[config.mk]
export PLATFORM = sky130hd
export DESIGN_NAME = rational_arithmetic_unit_core_flat
export DESIGN_NICKNAME = d
export VERILOG_FILES = /design/src/rtl/rau_pkg.sv /design/src/rtl/rau_in_if.sv /design/src/rtl/rau_out_if.sv /design/src/rtl/rational_arithmetic_unit_core.sv /design/src/rtl/rau_div.sv /design/src/flat_wrapper.sv
export SDC_FILE = /design/constraint.sdc
export NUM_CORES = 1
export LEC_CHECK = 0
export ABC_AREA = 1
export ABC_CLOCK_PERIOD_IN_PS = 10060
export BUFFER_PORTS_ARGS = -buffer_cell sky130_fd_sc_hd__buf_2
export CORE_MARGIN = 8
export CORE_UTILIZATION = 42
export CTS_CLUSTER_SIZE = 8
export DETAILED_ROUTE_END_ITERATION = 16
export PLACE_DENSITY = 0.63
export SYNTH_ARGS = -nofsm -noshare
export SYNTH_HDL_FRONTEND = slang
export SYNTH_SLANG_ARGS = --single-unit
[constraint.sdc]
create_clock -name clk -period 10.06 [get_ports clk]
set_clock_uncertainty 0.1 [all_clocks]
set_input_delay 0.503 -clock clk [delete_from_list [all_inputs] [get_ports clk]]
set_output_delay 0.503 -clock clk [all_outputs]
set_load 0.005 [all_outputs]
[src/rtl/rau_pkg.sv]
`default_nettype none

package rau_pkg;

  // field widths of the request and result items
  localparam int OPC_W   = 2;
  localparam int OPD_W   = 16;
  localparam int NUMER_W = 33;
  localparam int DENOM_W = 32;

  // default operand width
  localparam int WIDTH_DEF = 16;

  // opcodes
  localparam logic [OPC_W-1:0] OP_ADD  = 2'd0;
  localparam logic [OPC_W-1:0] OP_LESS = 2'd1;
  localparam logic [OPC_W-1:0] OP_RED  = 2'd2;
  localparam logic [OPC_W-1:0] OP_RDBL = 2'd3;

endpackage

`default_nettype wire

[src/rtl/rau_in_if.sv]
`default_nettype none

interface rau_in_if import rau_pkg::*;
();
  logic             valid;
  logic             ready;
  logic [OPC_W-1:0] opcode;
  logic [OPD_W-1:0] x_numer;
  logic [OPD_W-1:0] x_denom;
  logic [OPD_W-1:0] y_numer;
  logic [OPD_W-1:0] y_denom;

  modport source (output valid, opcode, x_numer, x_denom, y_numer, y_denom, input ready);
  modport sink (input valid, opcode, x_numer, x_denom, y_numer, y_denom, output ready);
endinterface

`default_nettype wire

[src/rtl/rau_out_if.sv]
`default_nettype none

interface rau_out_if import rau_pkg::*;
();
  logic               valid;
  logic               ready;
  logic [NUMER_W-1:0] res_numer;
  logic [DENOM_W-1:0] res_denom;
  logic               flag;

  modport source (output valid, res_numer, res_denom, flag, input ready);
  modport sink (input valid, res_numer, res_denom, flag, output ready);
endinterface

`default_nettype wire

[src/rtl/rational_arithmetic_unit_core.sv]
// divider: OW = min(WIDTH, 16), one quotient bit per cycle
// reducible: k passes, k the number of remainder steps of the gcd loop, then the output state
// reduce: k+2 passes, then the output state; add and less than: k+2 passes, then S_M1 to S_M3
// and the output state; one request at a time, ready only while idle; k is at most 23 at 16 bits
// reset: synchronous active-low rst_n clears the sequencer and the result valid
`default_nettype none

module rational_arithmetic_unit_core import rau_pkg::*; #(
  parameter int WIDTH = WIDTH_DEF
) (
  input  wire logic clk,
  input  wire logic rst_n,
  rau_in_if.sink    in_req,
  rau_out_if.source out_res
);

  localparam int OW = (WIDTH < OPD_W) ? WIDTH : OPD_W;
  localparam int PW = 2 * OW;

  localparam logic [2:0] S_IDLE = 3'd0;
  localparam logic [2:0] S_GCD  = 3'd1;
  localparam logic [2:0] S_Q1   = 3'd2;
  localparam logic [2:0] S_Q2   = 3'd3;
  localparam logic [2:0] S_M1   = 3'd4;
  localparam logic [2:0] S_M2   = 3'd5;
  localparam logic [2:0] S_M3   = 3'd6;
  localparam logic [2:0] S_OUT  = 3'd7;

  logic [2:0]         state_r, state_nxt;
  logic               start_r, start_nxt;
  logic               out_valid_r, out_valid_nxt;
  logic [OPC_W-1:0]   op_r;
  logic [OW-1:0]      xn_r, xd_r, yn_r, yd_r;
  logic [OW-1:0]      a_r, b_r, g_r, q1_r, q2_r;
  logic [PW-1:0]      prod_r, l_r, sx_r;
  logic [NUMER_W-1:0] out_numer_r;
  logic [DENOM_W-1:0] out_denom_r;
  logic               out_flag_r;

  logic               acc;
  logic               in_frac;
  logic               frac;
  logic [OW-1:0]      xn_in, xd_in, yn_in, yd_in;
  logic [OW-1:0]      xd_c, yd_c;
  logic               div_done;
  logic [OW-1:0]      div_quot, div_rem;
  logic [OW-1:0]      mul_a, mul_b;
  logic [PW-1:0]      mul_p;
  logic [PW:0]        sum;
  logic               out_free;
  logic               out_load;
  logic [NUMER_W-1:0] numer_mux;
  logic [DENOM_W-1:0] denom_mux;
  logic               flag_mux;

  // request decode, zero denominators clamp to one
  always_comb begin
    acc     = in_req.valid && in_req.ready;
    xn_in   = in_req.x_numer[OW-1:0];
    xd_in   = in_req.x_denom[OW-1:0];
    yn_in   = in_req.y_numer[OW-1:0];
    yd_in   = in_req.y_denom[OW-1:0];
    xd_c    = (xd_in == '0) ? OW'(1) : xd_in;
    yd_c    = (yd_in == '0) ? OW'(1) : yd_in;
    in_frac = (in_req.opcode == OP_ADD) || (in_req.opcode == OP_LESS);
    frac    = (op_r == OP_ADD) || (op_r == OP_LESS);
  end

  assign in_req.ready = (state_r == S_IDLE);

  // shared divider for the gcd loop and the divisions by the gcd
  rau_div #(.W(OW)) u_div (
    .clk      (clk),
    .rst_n    (rst_n),
    .start    (start_r),
    .dividend (a_r),
    .divisor  (b_r),
    .done     (div_done),
    .quot     (div_quot),
    .rem      (div_rem)
  );

  // shared multiplier operand select
  always_comb begin
    unique case (state_r)
      S_M1: begin
        mul_a = q1_r;
        mul_b = yd_r;
      end
      S_M2: begin
        mul_a = xn_r;
        mul_b = q2_r;
      end
      default: begin
        mul_a = yn_r;
        mul_b = q1_r;
      end
    endcase
    mul_p = PW'(mul_a) * PW'(mul_b);
  end

  // sequencer
  always_comb begin
    state_nxt = state_r;
    start_nxt = 1'b0;
    unique case (state_r)
      S_IDLE: begin
        if (acc) begin
          state_nxt = S_GCD;
          start_nxt = 1'b1;
        end
      end
      S_GCD: begin
        if (div_done) begin
          if (div_rem == '0) begin
            state_nxt = (op_r == OP_RDBL) ? S_OUT : S_Q1;
            start_nxt = (op_r != OP_RDBL);
          end else begin
            start_nxt = 1'b1;
          end
        end
      end
      S_Q1: begin
        if (div_done) begin
          state_nxt = S_Q2;
          start_nxt = 1'b1;
        end
      end
      S_Q2: begin
        if (div_done) begin
          state_nxt = frac ? S_M1 : S_OUT;
        end
      end
      S_M1: state_nxt = S_M2;
      S_M2: state_nxt = S_M3;
      S_M3: state_nxt = S_OUT;
      S_OUT: begin
        if (out_free) begin
          state_nxt = S_IDLE;
        end
      end
      default: state_nxt = S_IDLE;
    endcase
  end

  // output register handshake
  always_comb begin
    out_free      = !out_valid_r || out_res.ready;
    out_load      = (state_r == S_OUT) && out_free;
    out_valid_nxt = out_load ? 1'b1 : (out_valid_r && !out_res.ready);
  end

  // result select per opcode
  always_comb begin
    sum = {1'b0, sx_r} + {1'b0, prod_r};
    unique case (op_r)
      OP_ADD: begin
        numer_mux = NUMER_W'(sum);
        denom_mux = DENOM_W'(l_r);
        flag_mux  = 1'b0;
      end
      OP_LESS: begin
        numer_mux = '0;
        denom_mux = DENOM_W'(1);
        flag_mux  = (sx_r < prod_r);
      end
      OP_RED: begin
        numer_mux = NUMER_W'(q1_r);
        denom_mux = DENOM_W'(q2_r);
        flag_mux  = 1'b0;
      end
      default: begin
        numer_mux = '0;
        denom_mux = DENOM_W'(1);
        flag_mux  = (g_r > OW'(1));
      end
    endcase
  end

  // control registers
  always_ff @(posedge clk) begin
    if (!rst_n) begin
      state_r     <= S_IDLE;
      start_r     <= 1'b0;
      out_valid_r <= 1'b0;
    end else begin
      state_r     <= state_nxt;
      start_r     <= start_nxt;
      out_valid_r <= out_valid_nxt;
    end
  end

  // datapath registers
  always_ff @(posedge clk) begin
    unique case (state_r)
      S_IDLE: begin
        if (acc) begin
          op_r <= in_req.opcode;
          xn_r <= xn_in;
          xd_r <= xd_c;
          yn_r <= yn_in;
          yd_r <= yd_c;
          a_r  <= in_frac ? xd_c : xn_in;
          b_r  <= in_frac ? yd_c : xd_c;
        end
      end
      S_GCD: begin
        if (div_done) begin
          if (div_rem == '0) begin
            g_r <= b_r;
            a_r <= frac ? xd_r : xn_r;
          end else begin
            a_r <= b_r;
            b_r <= div_rem;
          end
        end
      end
      S_Q1: begin
        if (div_done) begin
          q1_r <= div_quot;
          a_r  <= frac ? yd_r : xd_r;
        end
      end
      S_Q2: begin
        if (div_done) begin
          q2_r <= div_quot;
        end
      end
      S_M1: prod_r <= mul_p;
      S_M2: begin
        l_r    <= prod_r;
        prod_r <= mul_p;
      end
      S_M3: begin
        sx_r   <= prod_r;
        prod_r <= mul_p;
      end
      default: begin
        if (out_load) begin
          out_numer_r <= numer_mux;
          out_denom_r <= denom_mux;
          out_flag_r  <= flag_mux;
        end
      end
    endcase
  end

  assign out_res.valid     = out_valid_r;
  assign out_res.res_numer = out_numer_r;
  assign out_res.res_denom = out_denom_r;
  assign out_res.flag      = out_flag_r;

  // the divider never starts a pass with a zero divisor
  a_div_nonzero: assert property (@(posedge clk) disable iff (!rst_n)
    start_r |-> (b_r != '0))
    else $error("divider started with zero divisor");

  // divider completions only land in the division states
  a_done_state: assert property (@(posedge clk) disable iff (!rst_n)
    div_done |-> (state_r == S_GCD || state_r == S_Q1 || state_r == S_Q2))
    else $error("divider done outside a division state");

  // leaving the output state always presents a result
  a_out_load: assert property (@(posedge clk) disable iff (!rst_n)
    out_load |=> out_res.valid)
    else $error("result not presented after load");

  // no divider start directly follows another
  a_start_idle_div: assert property (@(posedge clk) disable iff (!rst_n)
    start_r |=> !start_r)
    else $error("back to back divider starts");

endmodule

`default_nettype wire

[src/rtl/rau_div.sv]
`default_nettype none

module rau_div import rau_pkg::*; #(
  parameter int W = WIDTH_DEF
) (
  input  wire logic         clk,
  input  wire logic         rst_n,
  input  wire logic         start,
  input  wire logic [W-1:0] dividend,
  input  wire logic [W-1:0] divisor,
  output logic              done,
  output logic [W-1:0]      quot,
  output logic [W-1:0]      rem
);

  localparam int CW = (W > 1) ? $clog2(W) : 1;

  logic          busy_r;
  logic          done_r;
  logic [CW-1:0] cnt_r;
  logic [W-1:0]  rem_r;
  logic [W-1:0]  quo_r;
  logic [W-1:0]  dvs_r;

  logic [W:0]    trial;
  logic [W:0]    diff;
  logic          take;

  // one restoring step: shift in the next dividend bit, subtract if it fits
  always_comb begin
    trial = {rem_r, quo_r[W-1]};
    diff  = trial - {1'b0, dvs_r};
    take  = (trial >= {1'b0, dvs_r});
  end

  // control
  always_ff @(posedge clk) begin
    if (!rst_n) begin
      busy_r <= 1'b0;
      done_r <= 1'b0;
    end else begin
      done_r <= 1'b0;
      if (start) begin
        busy_r <= 1'b1;
      end else if (busy_r && cnt_r == '0) begin
        busy_r <= 1'b0;
        done_r <= 1'b1;
      end
    end
  end

  // datapath
  always_ff @(posedge clk) begin
    if (start) begin
      rem_r <= '0;
      quo_r <= dividend;
      dvs_r <= divisor;
      cnt_r <= CW'(W - 1);
    end else if (busy_r) begin
      rem_r <= take ? diff[W-1:0] : trial[W-1:0];
      quo_r <= {quo_r[W-2:0], take};
      cnt_r <= cnt_r - CW'(1);
    end
  end

  assign done = done_r;
  assign quot = quo_r;
  assign rem  = rem_r;

  // a pass completes only after the unit has been working
  a_done_after_busy: assert property (@(posedge clk) disable iff (!rst_n)
    done_r |-> $past(busy_r))
    else $error("divider done without a pass in progress");

endmodule

`default_nettype wire
[src/flat_wrapper.sv]
// flat-port wrapper written by rule: the top's interface ports become plain ports
module rational_arithmetic_unit_core_flat import rau_pkg::*;
#(
  parameter int WIDTH = WIDTH_DEF
)
  (clk, rst_n, in_req_valid, in_req_opcode, in_req_x_numer, in_req_x_denom, in_req_y_numer, in_req_y_denom, in_req_ready, out_res_valid, out_res_res_numer, out_res_res_denom, out_res_flag, out_res_ready);
  rau_in_if in_req_i ();
  rau_out_if out_res_i ();
  input  wire logic clk;
  input  wire logic rst_n;
  input wire logic [$bits(in_req_i.valid)-1:0] in_req_valid;
  input wire logic [$bits(in_req_i.opcode)-1:0] in_req_opcode;
  input wire logic [$bits(in_req_i.x_numer)-1:0] in_req_x_numer;
  input wire logic [$bits(in_req_i.x_denom)-1:0] in_req_x_denom;
  input wire logic [$bits(in_req_i.y_numer)-1:0] in_req_y_numer;
  input wire logic [$bits(in_req_i.y_denom)-1:0] in_req_y_denom;
  output wire logic [$bits(in_req_i.ready)-1:0] in_req_ready;
  output wire logic [$bits(out_res_i.valid)-1:0] out_res_valid;
  output wire logic [$bits(out_res_i.res_numer)-1:0] out_res_res_numer;
  output wire logic [$bits(out_res_i.res_denom)-1:0] out_res_res_denom;
  output wire logic [$bits(out_res_i.flag)-1:0] out_res_flag;
  input wire logic [$bits(out_res_i.ready)-1:0] out_res_ready;
  assign in_req_i.valid = in_req_valid;
  assign in_req_i.opcode = in_req_opcode;
  assign in_req_i.x_numer = in_req_x_numer;
  assign in_req_i.x_denom = in_req_x_denom;
  assign in_req_i.y_numer = in_req_y_numer;
  assign in_req_i.y_denom = in_req_y_denom;
  assign in_req_ready = in_req_i.ready;
  assign out_res_valid = out_res_i.valid;
  assign out_res_res_numer = out_res_i.res_numer;
  assign out_res_res_denom = out_res_i.res_denom;
  assign out_res_flag = out_res_i.flag;
  assign out_res_i.ready = out_res_ready;
  rational_arithmetic_unit_core #(.WIDTH(WIDTH)) u_core (.clk(clk), .rst_n(rst_n), .in_req(in_req_i), .out_res(out_res_i));
endmodule
==> metrics list, run 1 <==
- The number of global-route vias before repair is between 20000 and 25000.
- Leaving out fill and tap cells, the most frequent cells in the layout are 752 x nand2_1, 594 x inv_1, 342 x nor2_1, 339 x edfxtp_1, 196 x fa_1.
- Number of buffers inserted by port buffering: approximately 140
* Most common cell after layout, fill and taps aside: nand2_1
* CTS root buffer: clkbuf_16
- The worst setup path is launched from a register.
- Post-CTS sizing: 0
- In this run, synthesis produced a sequential element count of ~370.
* Total nets after synthesis: around 3600
* Final routed wirelength across all metal layers: roughly 79 mm
* Clock tree sinks: 366
- After the first detailed-routing iteration, the DRC count stood at about 2100.
- Across every metal layer, demand over resource in global routing totals between 20% and 30%.
- After clock tree synthesis, the flow added hold-fix buffers numbering 28.
- CP Max Fanout: 33
- Number of I/O pins: about 140
* Cell family with the largest share of critical-path delay: adder cells
* Area of the die: roughly 74000 um2
- Site Rows: 94
- For this run, the slowest stage of the critical path takes 0.93 ns.
- Cell at the slowest stage of the critical path: a21oi_1
- The Yosys step of the flow raised 0 warnings.
- Setup repair after global routing left no endpoint under its margin.
- For the worst-skew pair, the clock arrives at the later sink with an insertion delay of slightly below 0.6 ns.
* Via count: 21730
- The critical path is of the register to register type.
* Path type of the worst min-delay path: input port to register
- For this run, the detailed router's first-pass iteration total came to 6.
* Sequential-to-total area share from yosys stat: around two fifths
- Worst slack on hold paths: between 0.03 and 0.04 ns
* Synthesized cell area: approximately 28000 um2
* Mapped Avg Cell Area: 8.69 um2
- The count of nets left with antenna violations once routing finished came out at 0.
* Share of layout cells above drive strength 1: under 10%
- Number of distinct library cells after synthesis: between 40 and 50
* H-tree depth reported by CTS: 2
* Num CTS Buffers: 54
- Slew @ Worst Pin: ~1.2 ns
- Antenna violations before repair: 0
* Starting utilization of the core area: between 40% and 50%
- Via density per instance: 5.15
- After global routing the overflow that remains totals 0.
* CP dominant cell by count: fa_1
- Slew margin rel.: between 20% and 30%
- Post-detail-place hpwl: 63.5 mm
- Data on the critical path is required at its endpoint by around 10 ns.
- Largest net degree at the start of global routing: 67
- Average wire length per cell after detail routing: between 15 and 20 um
- At the end of the flow, the number of nets in the layout was between 3000 and 4000.
- Arrival time at the worst endpoint: ~8.1 ns
- Global-route wire length before repair: 124 mm
- The area growth from synthesis to layout is 12.1%.
* Final Util: a little under half
- Count of endpoints failing hold in the final timing report: 0
* Cell Chain, Critical Path: nand2_2 -> nand2_4 -> inv_4 -> a21oi_1 -> inv_1 -> nand2_1 -> fa_1 -> fa_1 -> inv_1 -> fa_1 -> fa_1 -> fa_1 -> inv_1 -> fa_1 -> inv_1 -> ha_1 -> nand2_1 -> nor2_1 -> inv_1 -> nor2_1 -> nand3_1 -> nand3_1 -> nand2_1
- Maximum operating frequency: approximately 0.13 GHz
* Weighted congestion at the end of routability-driven global placement: ~0.95
- Core area: 65500 um2
- The tool flagged a number of max-cap violations equal to 0.
- Adding up every negative setup slack in the final design gives 0 ns.
* Time the final worst path needs with I/O delays and setup: roughly 8 ns
- Final period utilization: between 70% and 80%
- Counting every instance in the synthesized netlist gives about 3200.
- Width of the chip: between 200 and 300 um
- Setup violations remaining at the end of the flow were counted as 0.
- TritonCTS clock tree: built
- The run finished with clean final reports.
- Slew Limit Fails: 0
- In this run the deepest clock path goes through 3 buffers.
- Vert. Die Dim: 273 um
- The critical path contains buffers and inverters numbering 6 combined.
- CTS clock-pin slew for the worst setup and hold paths: 0.05 ns
- The worst setup path is captured at a register.
* Residual DRC: 0
- After clock tree synthesis, the setup repair step added 0 buffers.
==> state kept, by name, summed over array words and instances, names as in the netlist, 15 cells and up <==
signal,count
u_core.a_r,16
u_core.out_res.res_denom,32
u_core.xd_r,16
u_core.out_res.res_numer,33
u_core.yd_r,16
u_core.b_r,16
u_core.prod_r,32
u_core.q2_r,16
u_core.yn_r,16
u_core.g_r,15
u_core.xn_r,16
u_core.u_div.dvs_r,16
u_core.l_r,32
u_core.u_div.rem,16
u_core.u_div.quot,16
u_core.sx_r,32
u_core.q1_r,16
==> logic make-up (layout without fill, tap and decap cells) <==
| group | after synthesis | in the layout | synth area share (%) |
|---|---|---|---|
| buffers and inverters | 721 | 898 | 10.3 |
| XOR/XNOR | 30 | 30 | 0.951 |
| AO/OA/AOI/OAI | 351 | 351 | 7.80 |
| other | 0 | 1 | 0 |
| AND/OR/NAND/NOR | 1330 | 1330 | 19.6 |
| adder cells (fa/ha/maj) | 382 | 382 | 22.6 |
| flip-flops | 366 | 366 | 38.8 |
==> metrics by stage <==
stage	worst slack, ns	instances	instance area [um2]
finish	2.17	4222	31000
CTS	2.23	4221	31000
detailed placement	2.25	4100	29100
global route	1.72	4221	31000
floorplan	3.58	3180	27600
global placement	2.45	4100	29100
==> synthesized netlist by cell type, drive strengths merged <==
| cell | n | share of area [%] |
|---|---|---|
| edfxtp | 339 | 37 |
| a21o | 3 | 0.081 |
| nand4 | 23 | 0.52 |
| and3 | 2 | 0.045 |
| clkbuf | 57 | 0.77 |
| o31ai | 1 | 0.027 |
| nand3b | 6 | 0.16 |
| a31oi | 3 | 0.068 |
| o21a | 5 | 0.14 |
| or2 | 2 | 0.045 |
| a21boi | 1 | 0.027 |
| o21bai | 14 | 0.38 |
| dfxtp | 27 | 2.0 |
| nand3 | 143 | 2.6 |
| nand2 | 767 | 11 |
| o22ai | 29 | 0.66 |
| nor2 | 352 | 4.9 |
| a21oi | 143 | 3.5 |
| a22oi | 2 | 0.054 |
| buf | 39 | 0.98 |
| o211ai | 17 | 0.46 |
| ha | 186 | 8.4 |
| o21ai | 132 | 2.4 |
| and2 | 5 | 0.11 |
| inv | 621 | 8.5 |
| o221ai | 1 | 0.032 |
| nor4 | 5 | 0.11 |
| fa | 196 | 14 |
| clkinv | 4 | 0.054 |
| xnor2 | 10 | 0.32 |
| nor3 | 25 | 0.47 |
| xor2 | 20 | 0.63 |
==> area by class of cell <==
class,count,area (um2)
Clock inverter,5,56.3
Clock buffer,88,1560
Inverter,625,2350
Fill cell,6360,34500
Antenna cell,1,2.50
Sequential cell,366,10700
Multi-Input combinational cell,2093,14100
Timing Repair Buffer,180,1080
Tap cell,864,1080
==> metal layers <==
metal	routed length [um]	track usage [%]
met4	2210	6.64
met2	36600	34.8
met5	0	0
met3	6180	3.16
met1	34300	28.9
==> worst paths after layout <==
check	start	end	slack (ns)	cells after the start
max	u_core.state_r[2]	u_core.prod_r[28]	2.17	23
min	in_req_x_denom[10]	u_core.xd_r[10]	0.03	1
max reg2reg	u_core.state_r[2]	u_core.prod_r[28]	2.17	23
min reg2reg	u_core.b_r[0]	u_core.u_div.dvs_r[0]	0.36	0
Power of run 1 is left out: the tool's default activity adds up to more than one toggle a clock period on the data nets, which glitch-free logic cannot reach.
==> run 2: changes to the inputs <==
Settings changed: ABC_CLOCK_PERIOD_IN_PS 10060 to 7350.
Clock period 10.06 ns to 7.35 ns, I/O delays scaled along.
==> run 2 against run 1 <==
Against the previous run:
- non-clock buffer count increased by 56
- flip-flop and latch count did not move
- count of clock-buffer cells in the layout shrank 1
- wire length rose by 1.5%
- cell count increased by 1.3%
- core utilization is 0.70 points higher
- fmax is 14% higher
- worst setup slack got worse by 1.8 ns
- hold slack improved by 0.074 ns
- register-to-register slack worse by 1.8 ns
- die area did not move
- critical endpoint is now u_core.prod_r[21]
==> metrics list, run 2 (synthesis results as in run 1) <==
- Global-route wire length before repair: 125 mm (was 124 mm)
- Arrival time at the worst endpoint: 7.17 ns (was 8.11 ns)
- The global-route track usage on met3 came to 3.00% (was 3.16%).
* Most common cell after layout, fill and taps aside: nand2_1 (unchanged)
* Required time of the critical path: 7.58 ns (was 10.28 ns)
* Global Route Usage Sum: 21.5% (was 21.2%)
- Number of flip-flops in the largest register: 33 (unchanged)
* Largest net degree at the start of global routing: 67 (unchanged)
* Path type of the worst min-delay path: input port to register (unchanged)
* Slew Limit Fails: 0 (unchanged)
- The number of global-route vias before repair is 21842 (was 21817).
- Unrepaired setup endpoints after global routing: false (unchanged).
- CP Max Fanout: 32 (was 33)
- Final period utilization: 94.3% (was 78.5%)
- Post-CTS setup-driven buffer insertion count: 0 (unchanged)
- The count of nets left with antenna violations after detail routing is 0 (unchanged).
- Site Rows: 94 (unchanged)
- H-tree depth reported by CTS: 2 (unchanged)
- The time the final worst path needs with I/O delays and setup was 6.93 ns (was 7.89 ns).
- TritonCTS clock tree: built (unchanged)
- The max capacitance violation total was 0 (unchanged).
* CTS clock-pin slew for the worst setup and hold paths: 0.05 ns (about the same)
* Width of the chip: 273 um (unchanged)
* Reg-to-Reg End: u_core.prod_r[21] (was u_core.prod_r[28])
- The length of the first detailed-routing pass in iterations came to 6 (unchanged).
* P&R area growth vs syn: 13.7% (was 12.1%)
- Cell at the slowest stage of the critical path: fa_1 (was a21oi_1)
- The origin of the critical flop-to-flop path was u_core.state_r[0] (was u_core.state_r[2]).
- Average wire length per cell after detail routing: 18.8 um (about the same)
- Via density per instance: 5.15 (about the same)
- Via count: 22034 (was 21730)
- The half-perimeter wire length of the detailed placement result is 64.5 mm (was 63.5 mm).
- Type of element capturing the critical path: register (unchanged)
- The worst max-slew margin expressed relative to the limit came to 24.0% (was 22.7%).
- Commonest cells after routing, fill and taps aside: 752 x nand2_1, 594 x inv_1, 342 x nor2_1, 339 x edfxtp_1, 196 x fa_1 (unchanged)
- The worst setup path endpoint was u_core.prod_r[21] (was u_core.prod_r[28]).
- The worst-case clock buffer depth is 3 (unchanged).
* Grt met2 use: 34.8% (about the same)
* Total number of nets in the final design: 3827 (was 3772)
* Weighted congestion at the end of routability-driven global placement: 0.935 (was 0.946)
* CTS root buffer: clkbuf_16 (unchanged)
* Drt first-iter violations: 2282 (was 2109)
* Residual DRC: 0 (unchanged)
- The largest stage delay on the critical path was 0.54 ns (was 0.93 ns).
- The number of ports placed on the die boundary came to 138 (unchanged).
* Clk_lat worst skew: 0.60 ns (was 0.58 ns)
- Final routed wirelength across all metal layers: 80.5 mm (was 79.3 mm)
* Worst Reg2Reg Path Length in Cells: 25 (was 23)
* Busiest layer in global routing: met2 (unchanged)
* Vert. Die Dim: 273 um (unchanged)
- The clock sink total was 366 (unchanged).
- Area of the die: 74300 um2 (unchanged)
* Share of layout cells above drive strength 1: 9.29% (was 8.94%)
* Count of endpoints failing hold in the final timing report: 0 (unchanged)
- Number of buffers inserted by port buffering: 137 (unchanged)
- Crit. Startpoint: u_core.state_r[0] (was u_core.state_r[2])
- Slew @ Worst Pin: 1.14 ns (was 1.15 ns)
* Antenna violations before repair: 2 (was 0)
* Total overflow reported by the global router: 0 (unchanged)
- The flop-to-flop setup slack is 0.42 ns (was 2.17 ns).
- Final setup vio count: 0 (unchanged)
- Type of origin of the critical path: register (unchanged)
* Status: finished clean (unchanged)
- The total CTS buffers was 53 (was 54).
- CP dominant cell by count: fa_1 (unchanged)
* Met1 capacity usage during global routing: 29.4% (was 28.9%)
* Core area: 65500 um2 (unchanged)
- The starting density of the core was 42.2% (unchanged).
- Maximum operating frequency: 0.144 GHz (was 0.127 GHz)
- The aggregate negative setup slack came to 0 ns (unchanged).
- Type of the setup path with the least slack: register to register (unchanged)
==> run 2: cell type report <==
| type | count | area, um2 |
|---|---|---|
| Multi-Input combinational cell | 2093 | 14100 |
| Timing Repair Buffer | 236 | 1590 |
| Clock inverter | 4 | 22.5 |
| Clock buffer | 87 | 1540 |
| Fill cell | 6235 | 34100 |
| Tap cell | 864 | 1080 |
| Inverter | 625 | 2360 |
| Sequential cell | 366 | 10700 |
| Antenna cell | 2 | 5.00 |
==> run 2: how the worst min path moves through the flow <==
| stage | start | end | slack (ns) | depth (start not counted) |
|---|---|---|---|---|
| 2_1_floorplan | u_core.b_r[0] | u_core.u_div.dvs_r[0] | 0.33 | 0 |
| 3_3_place_gp | u_core.b_r[0] | u_core.u_div.dvs_r[0] | 0.35 | 0 |
| 3_5_place_dp | u_core.b_r[0] | u_core.u_div.dvs_r[0] | 0.35 | 0 |
| 4_1_cts | in_req_y_denom[0] | u_core.yd_r[0] | 0.08 | 3 |
| 5_1_grt | in_req_y_denom[0] | u_core.yd_r[0] | 0.08 | 3 |
| 6_report | in_req_y_denom[0] | u_core.yd_r[0] | 0.10 | 3 |
==> run 2: routing by layer <==
metal	vias up	share of wire, %
met3	170	7.4
met5	-	0
met4	0	3.7
met2	923	46
met1	10499	43
li1	10442	-
==> run 2: timing repair <==
| action | 4_1_cts | 5_1_grt |
|---|---|---|
| gates resized for setup | 0 | 2 |
| hold buffers | 65 | 0 |
| hold endpoints to repair | 67 | 0 |
| endpoints found under the setup margin | 0 | 4 |
==> run 2: critical path: cells and delay by family, from the launching register on <==
family	cells	cell delay (ns)
DFF	1	0.53
and+or+nand+nor	8	1.22
buffers and inverters	7	0.94
adders and majority gates	7	3.30
xor gates and xnor gates	1	0.07
AOI/OAI and AO/OA	2	0.51
==> run 2: per-stage QoR <==
step                hold WS, ns  setup WS, ns  util, %  cells  cell area [um2]
global route             0.0820        0.0478     48.0   4275            31400
CTS                      0.0754         0.344     48.0   4275            31400
floorplan                 0.327         0.866        -   3180            27600
global placement          0.354         0.410     44.6   4119            29200
finish                    0.104         0.417     48.0   4277            31400
detailed placement        0.353         0.362     44.6   4119            29200
Power of run 2 is left out for the same reason.
==> run 3: changes to the inputs <==
Settings changed: ABC_AREA 1 to not set, CAP_MARGIN set to 20.
==> run 3 against run 2 <==
Against the previous run:
- critical path depth down 2
- highest routed layer unchanged
- core utilization up 0.60 points
- non-clock buffer count up 43
- die area down 4.2%
- design area down 3.2%
==> metrics list, run 3 <==
* Number of I/O pins: 138 (unchanged)
- Residual DRC: 0 (unchanged)
- The achievable frequency is 0.142 GHz (was 0.144 GHz).
- Main synth FF type: edfxtp_1 (unchanged)
- The area added between synthesis and finish came to 15.2% (was 13.7%).
- Final setup vio count: 0 (unchanged)
* Post-CTS setup-driven buffer insertion count: 0 (unchanged)
- The post-placement setup slack came to 0.157 ns (was 0.362 ns).
- The category of the worst setup path capture point is a register (unchanged).
* Cell area after layout: 30400 um2 (was 31400 um2)
- The startpoint class of the critical path is a register (unchanged).
* Max capacitance violation total: 0 (unchanged)
- The share of the synthesized area in the top cell type is 38.6% (was 36.8%).
* Antenna Violating Nets Remaining: 0 (unchanged)
- Path type of the worst min-delay path: input port to register (unchanged)
* Final Util: 48.6% (was 48.0%)
- The endpoint of the worst hold path was u_core.out_res.valid (was u_core.yd_r[0]).
- Site Rows: 92 (was 94)
- Total overflow reported by the global router: 0 (unchanged)
- Post-synth ARST share: 0% (unchanged)
* Antenna violations before repair: 0 (was 2)
- The number of flip-flops under the largest register name was 33 (unchanged).
* Via density per instance: 5.43 (was 5.15)
- Fin worst setup slack: 0.294 ns (was 0.417 ns)
- Count of endpoints failing hold in the final timing report: 0 (unchanged)
- Final period utilization: 96.0% (was 94.3%)
- The start-to-end type of the worst setup path is register to register (unchanged).
- Top post-synthesis cells by area: edfxtp_1 39%, fa_1 15%, ha_1 8.8%, inv_1 4.6%, mux2i_1 4.6% (was edfxtp_1 37%, fa_1 14%, nand2_1 10%, ha_1 8.4%, inv_1 8.1%)
- Count of state elements after synthesis: 366 (unchanged)
- Synthesized cell area: 26400 um2 (was 27600 um2)
* Average wire length per cell after detail routing: 21.3 um (was 18.8 um)
- The buffer type at the clock tree root is clkbuf_16 (unchanged).
- The number of fillers in the final layout is 5765 (was 6235).
- The wire length of the first global-routing pass is 118 mm (was 125 mm).
* Instance area after placement: 28300 um2 (was 29200 um2)
- The die span in x came to 267 um (was 273 um).
- The number of pins exceeding their max-slew limit in the final report was 0 (unchanged).
- Slew @ Worst Pin: 1.18 ns (was 1.14 ns)
- The depth of the worst hold-timing path is 4 (was 3).
* Final routed wirelength across all metal layers: 76.1 mm (was 80.5 mm)
* Clk_lat worst skew: 0.59 ns (was 0.60 ns)
- Total nets after synthesis: 2957 (was 3632)
- Worst Reg2Reg Path Length in Cells: 23 (was 25)
* Arrival time at the worst endpoint: 7.27 ns (was 7.17 ns)
- Num CTS Buffers: 52 (was 53)
- The capture instance of the worst register-to-register path is u_core.prod_r[30] (was u_core.prod_r[21]).
- CP Max Fanout: 25 (was 32)
- The maximum number of pins on one net before global-route repair came to 67 (unchanged).
- The net count reported at finish was 3153 (was 3827).
* Time the final worst path needs with I/O delays and setup: 7.06 ns (was 6.93 ns)
- Commonest cells after routing, fill and taps aside: 339 x edfxtp_1, 322 x inv_1, 257 x nand2_1, 212 x nor2_1, 196 x fa_1 (was 752 x nand2_1, 594 x inv_1, 342 x nor2_1, 339 x edfxtp_1, 196 x fa_1).
- The placeable core area was 62600 um2 (was 65500 um2).
- The clock sink total came to 366 (unchanged).
- The post-synthesis cell type count came to 81 (was 47).
* Library cell with the highest instance count after synthesis: edfxtp_1 (was nand2_1)
- The leading cell type in the layout, fill and taps excluded was edfxtp_1 (was nand2_1).
- The length of the first detailed-routing pass in iterations came to 5 (was 6).
- The number of standard cells after synthesis is 2505 (was 3180).
- Post-detail-place hpwl: 59.8 mm (was 64.5 mm)
* Startpoint of the tightest hold check path: out_res_ready (was in_req_y_denom[0])
- The post-synthesis cell type with the largest combined area is edfxtp_1 (unchanged).
- Worst slack on hold paths: 0.0426 ns (was 0.104 ns)
- Launch instance of the worst register-to-register path: u_core.state_r[0] (unchanged)
- The area of the die was 71100 um2 (was 74300 um2).
- Drt first-iter violations: 1617 (was 2282)
- Status: finished clean (unchanged)
- The flop-to-flop setup slack came to 0.29 ns (was 0.42 ns).
- Slew margin rel.: 20.2% (was 24.0%)
- Top post-synthesis cells by count: 339 x edfxtp_1, 323 x inv_1, 258 x nand2_1, 216 x nor2_1, 196 x fa_1 (was 752 x nand2_1, 594 x inv_1, 347 x nor2_1, 339 x edfxtp_1, 196 x fa_1)
- Vert. Die Dim: 267 um (was 273 um)
- Sequential-to-total area share from yosys stat: 40.6% (was 38.8%)
- The number of warnings printed during yosys synthesis came to 0 (unchanged).
- Starting utilization of the core area: 42.2% (about the same)
- The number of global-route vias before repair came to 20085 (was 21842).
- H-tree depth reported by CTS: 2 (unchanged)
- The total of buffers placed on input and output ports was 137 (unchanged).
- Maximum buffer depth of the clock tree: 3 (unchanged)
* TritonCTS clock tree: built (unchanged)
* CTS clock-pin slew for the worst setup and hold paths: 0.05 ns (about the same)
- Number of synthesized flops with an enable pin: 339 (unchanged)
- The per-instance average area after synthesis is 10.5 um2 (was 8.69 um2).
- The number of antenna cells inserted was 0 (was 2).
- Via count: 19398 (was 22034)
* Share of layout cells above drive strength 1: 11.7% (was 9.29%)
* Global Route Usage Sum: 21.3% (was 21.5%)
- Required time of the critical path: 7.57 ns (was 7.58 ns)
- Weighted congestion at the end of routability-driven global placement: 0.961 (was 0.935)
-- run 3: changes by cell type after synthesis, moves of 52 or more --
cell,change
nand2_1,-494
inv_1,-271
nor2_1,-131
nand3_1,-123
mux2i_1,+121
clkbuf_1,+57
o21ai_0,-52
-- run 3: through the flow --
| step | setup TNS [ns] | cells |
|---|---|---|
| 2_1_floorplan | 0 | 2505 |
| 3_3_place_gp | 0 | 3428 |
| 3_5_place_dp | 0 | 3428 |
| 4_1_cts | 0 | 3572 |
| 5_1_grt | -0.0252 | 3572 |
| 6_report | 0 | 3572 |
-- run 3: worst max-delay path, cell delays in order, from the launching register on --
cell      delay [ns]
dfxtp_2         0.36
buf_12          0.21
mux2i_1         0.11
o21ai_1         0.42
buf_4           0.31
nand2_1         0.13
fa_1            0.50
fa_1            0.49
inv_1           0.06
fa_1            0.60
fa_1            0.47
fa_1            0.54
inv_1           0.05
fa_1            0.52
inv_1           0.04
ha_1            0.25
a21o_1          0.20
a21oi_1         0.18
nand2b_1        0.12
o21ai_0         0.08
a221oi_1        0.51
o31ai_4         0.18
a31oi_1         0.24
xnor2_1         0.08
-- run 3: repair_timing --
action	CTS	global route
gates resized for setup	0	12
hold buffers	65	0
endpoints found under the hold margin	65	0
endpoints found under the setup margin	0	10
-- run 3: layout make-up --
type	count	area (um2)	area share, %
multi-input combinational	1678	14000	46.0
sequential	366	10700	35.3
timing repair buffer	279	1980	6.49
clock buffer	75	1400	4.59
inverter	324	1220	4.00
tap	846	1060	3.48
clock inverter	4	52.6	0.173
-- run 3: metal layers --
layer | vias to the layer above | track usage [%] | part of all wire, %
met5 | - | 0 | 0
met3 | 113 | 2.71 | 6.7
met4 | 0 | 5.38 | 2.5
met2 | 730 | 35.1 | 47
met1 | 9584 | 29.6 | 44
li1 | 8971 | - | -
-- run 3: how the worst max path moves through the flow --
stage,start,end,slack [ns]
after floorplan,u_core.state_r[0],u_core.prod_r[31],0.04
after global placement,u_core.state_r[1],u_core.prod_r[31],0.29
after detailed placement,u_core.state_r[0],u_core.prod_r[30],0.16
after CTS,u_core.state_r[0],u_core.prod_r[30],0.15
after global routing,u_core.state_r[0],u_core.prod_r[30],-0.02
final,u_core.state_r[0],u_core.prod_r[30],0.29
-- run 3: kinds of logic after synthesis --
logic type	count (synthesis)	synth area share [%]
AOI/OAI and AO/OA	421	10.3
xor gates and xnor gates	57	1.89
adders and majority gates	382	23.7
buffers and inverters	461	6.66
DFF	366	40.6
muxes	137	5.27
and+or+nand+nor	681	11.6
Power of run 3 is left out for the same reason.
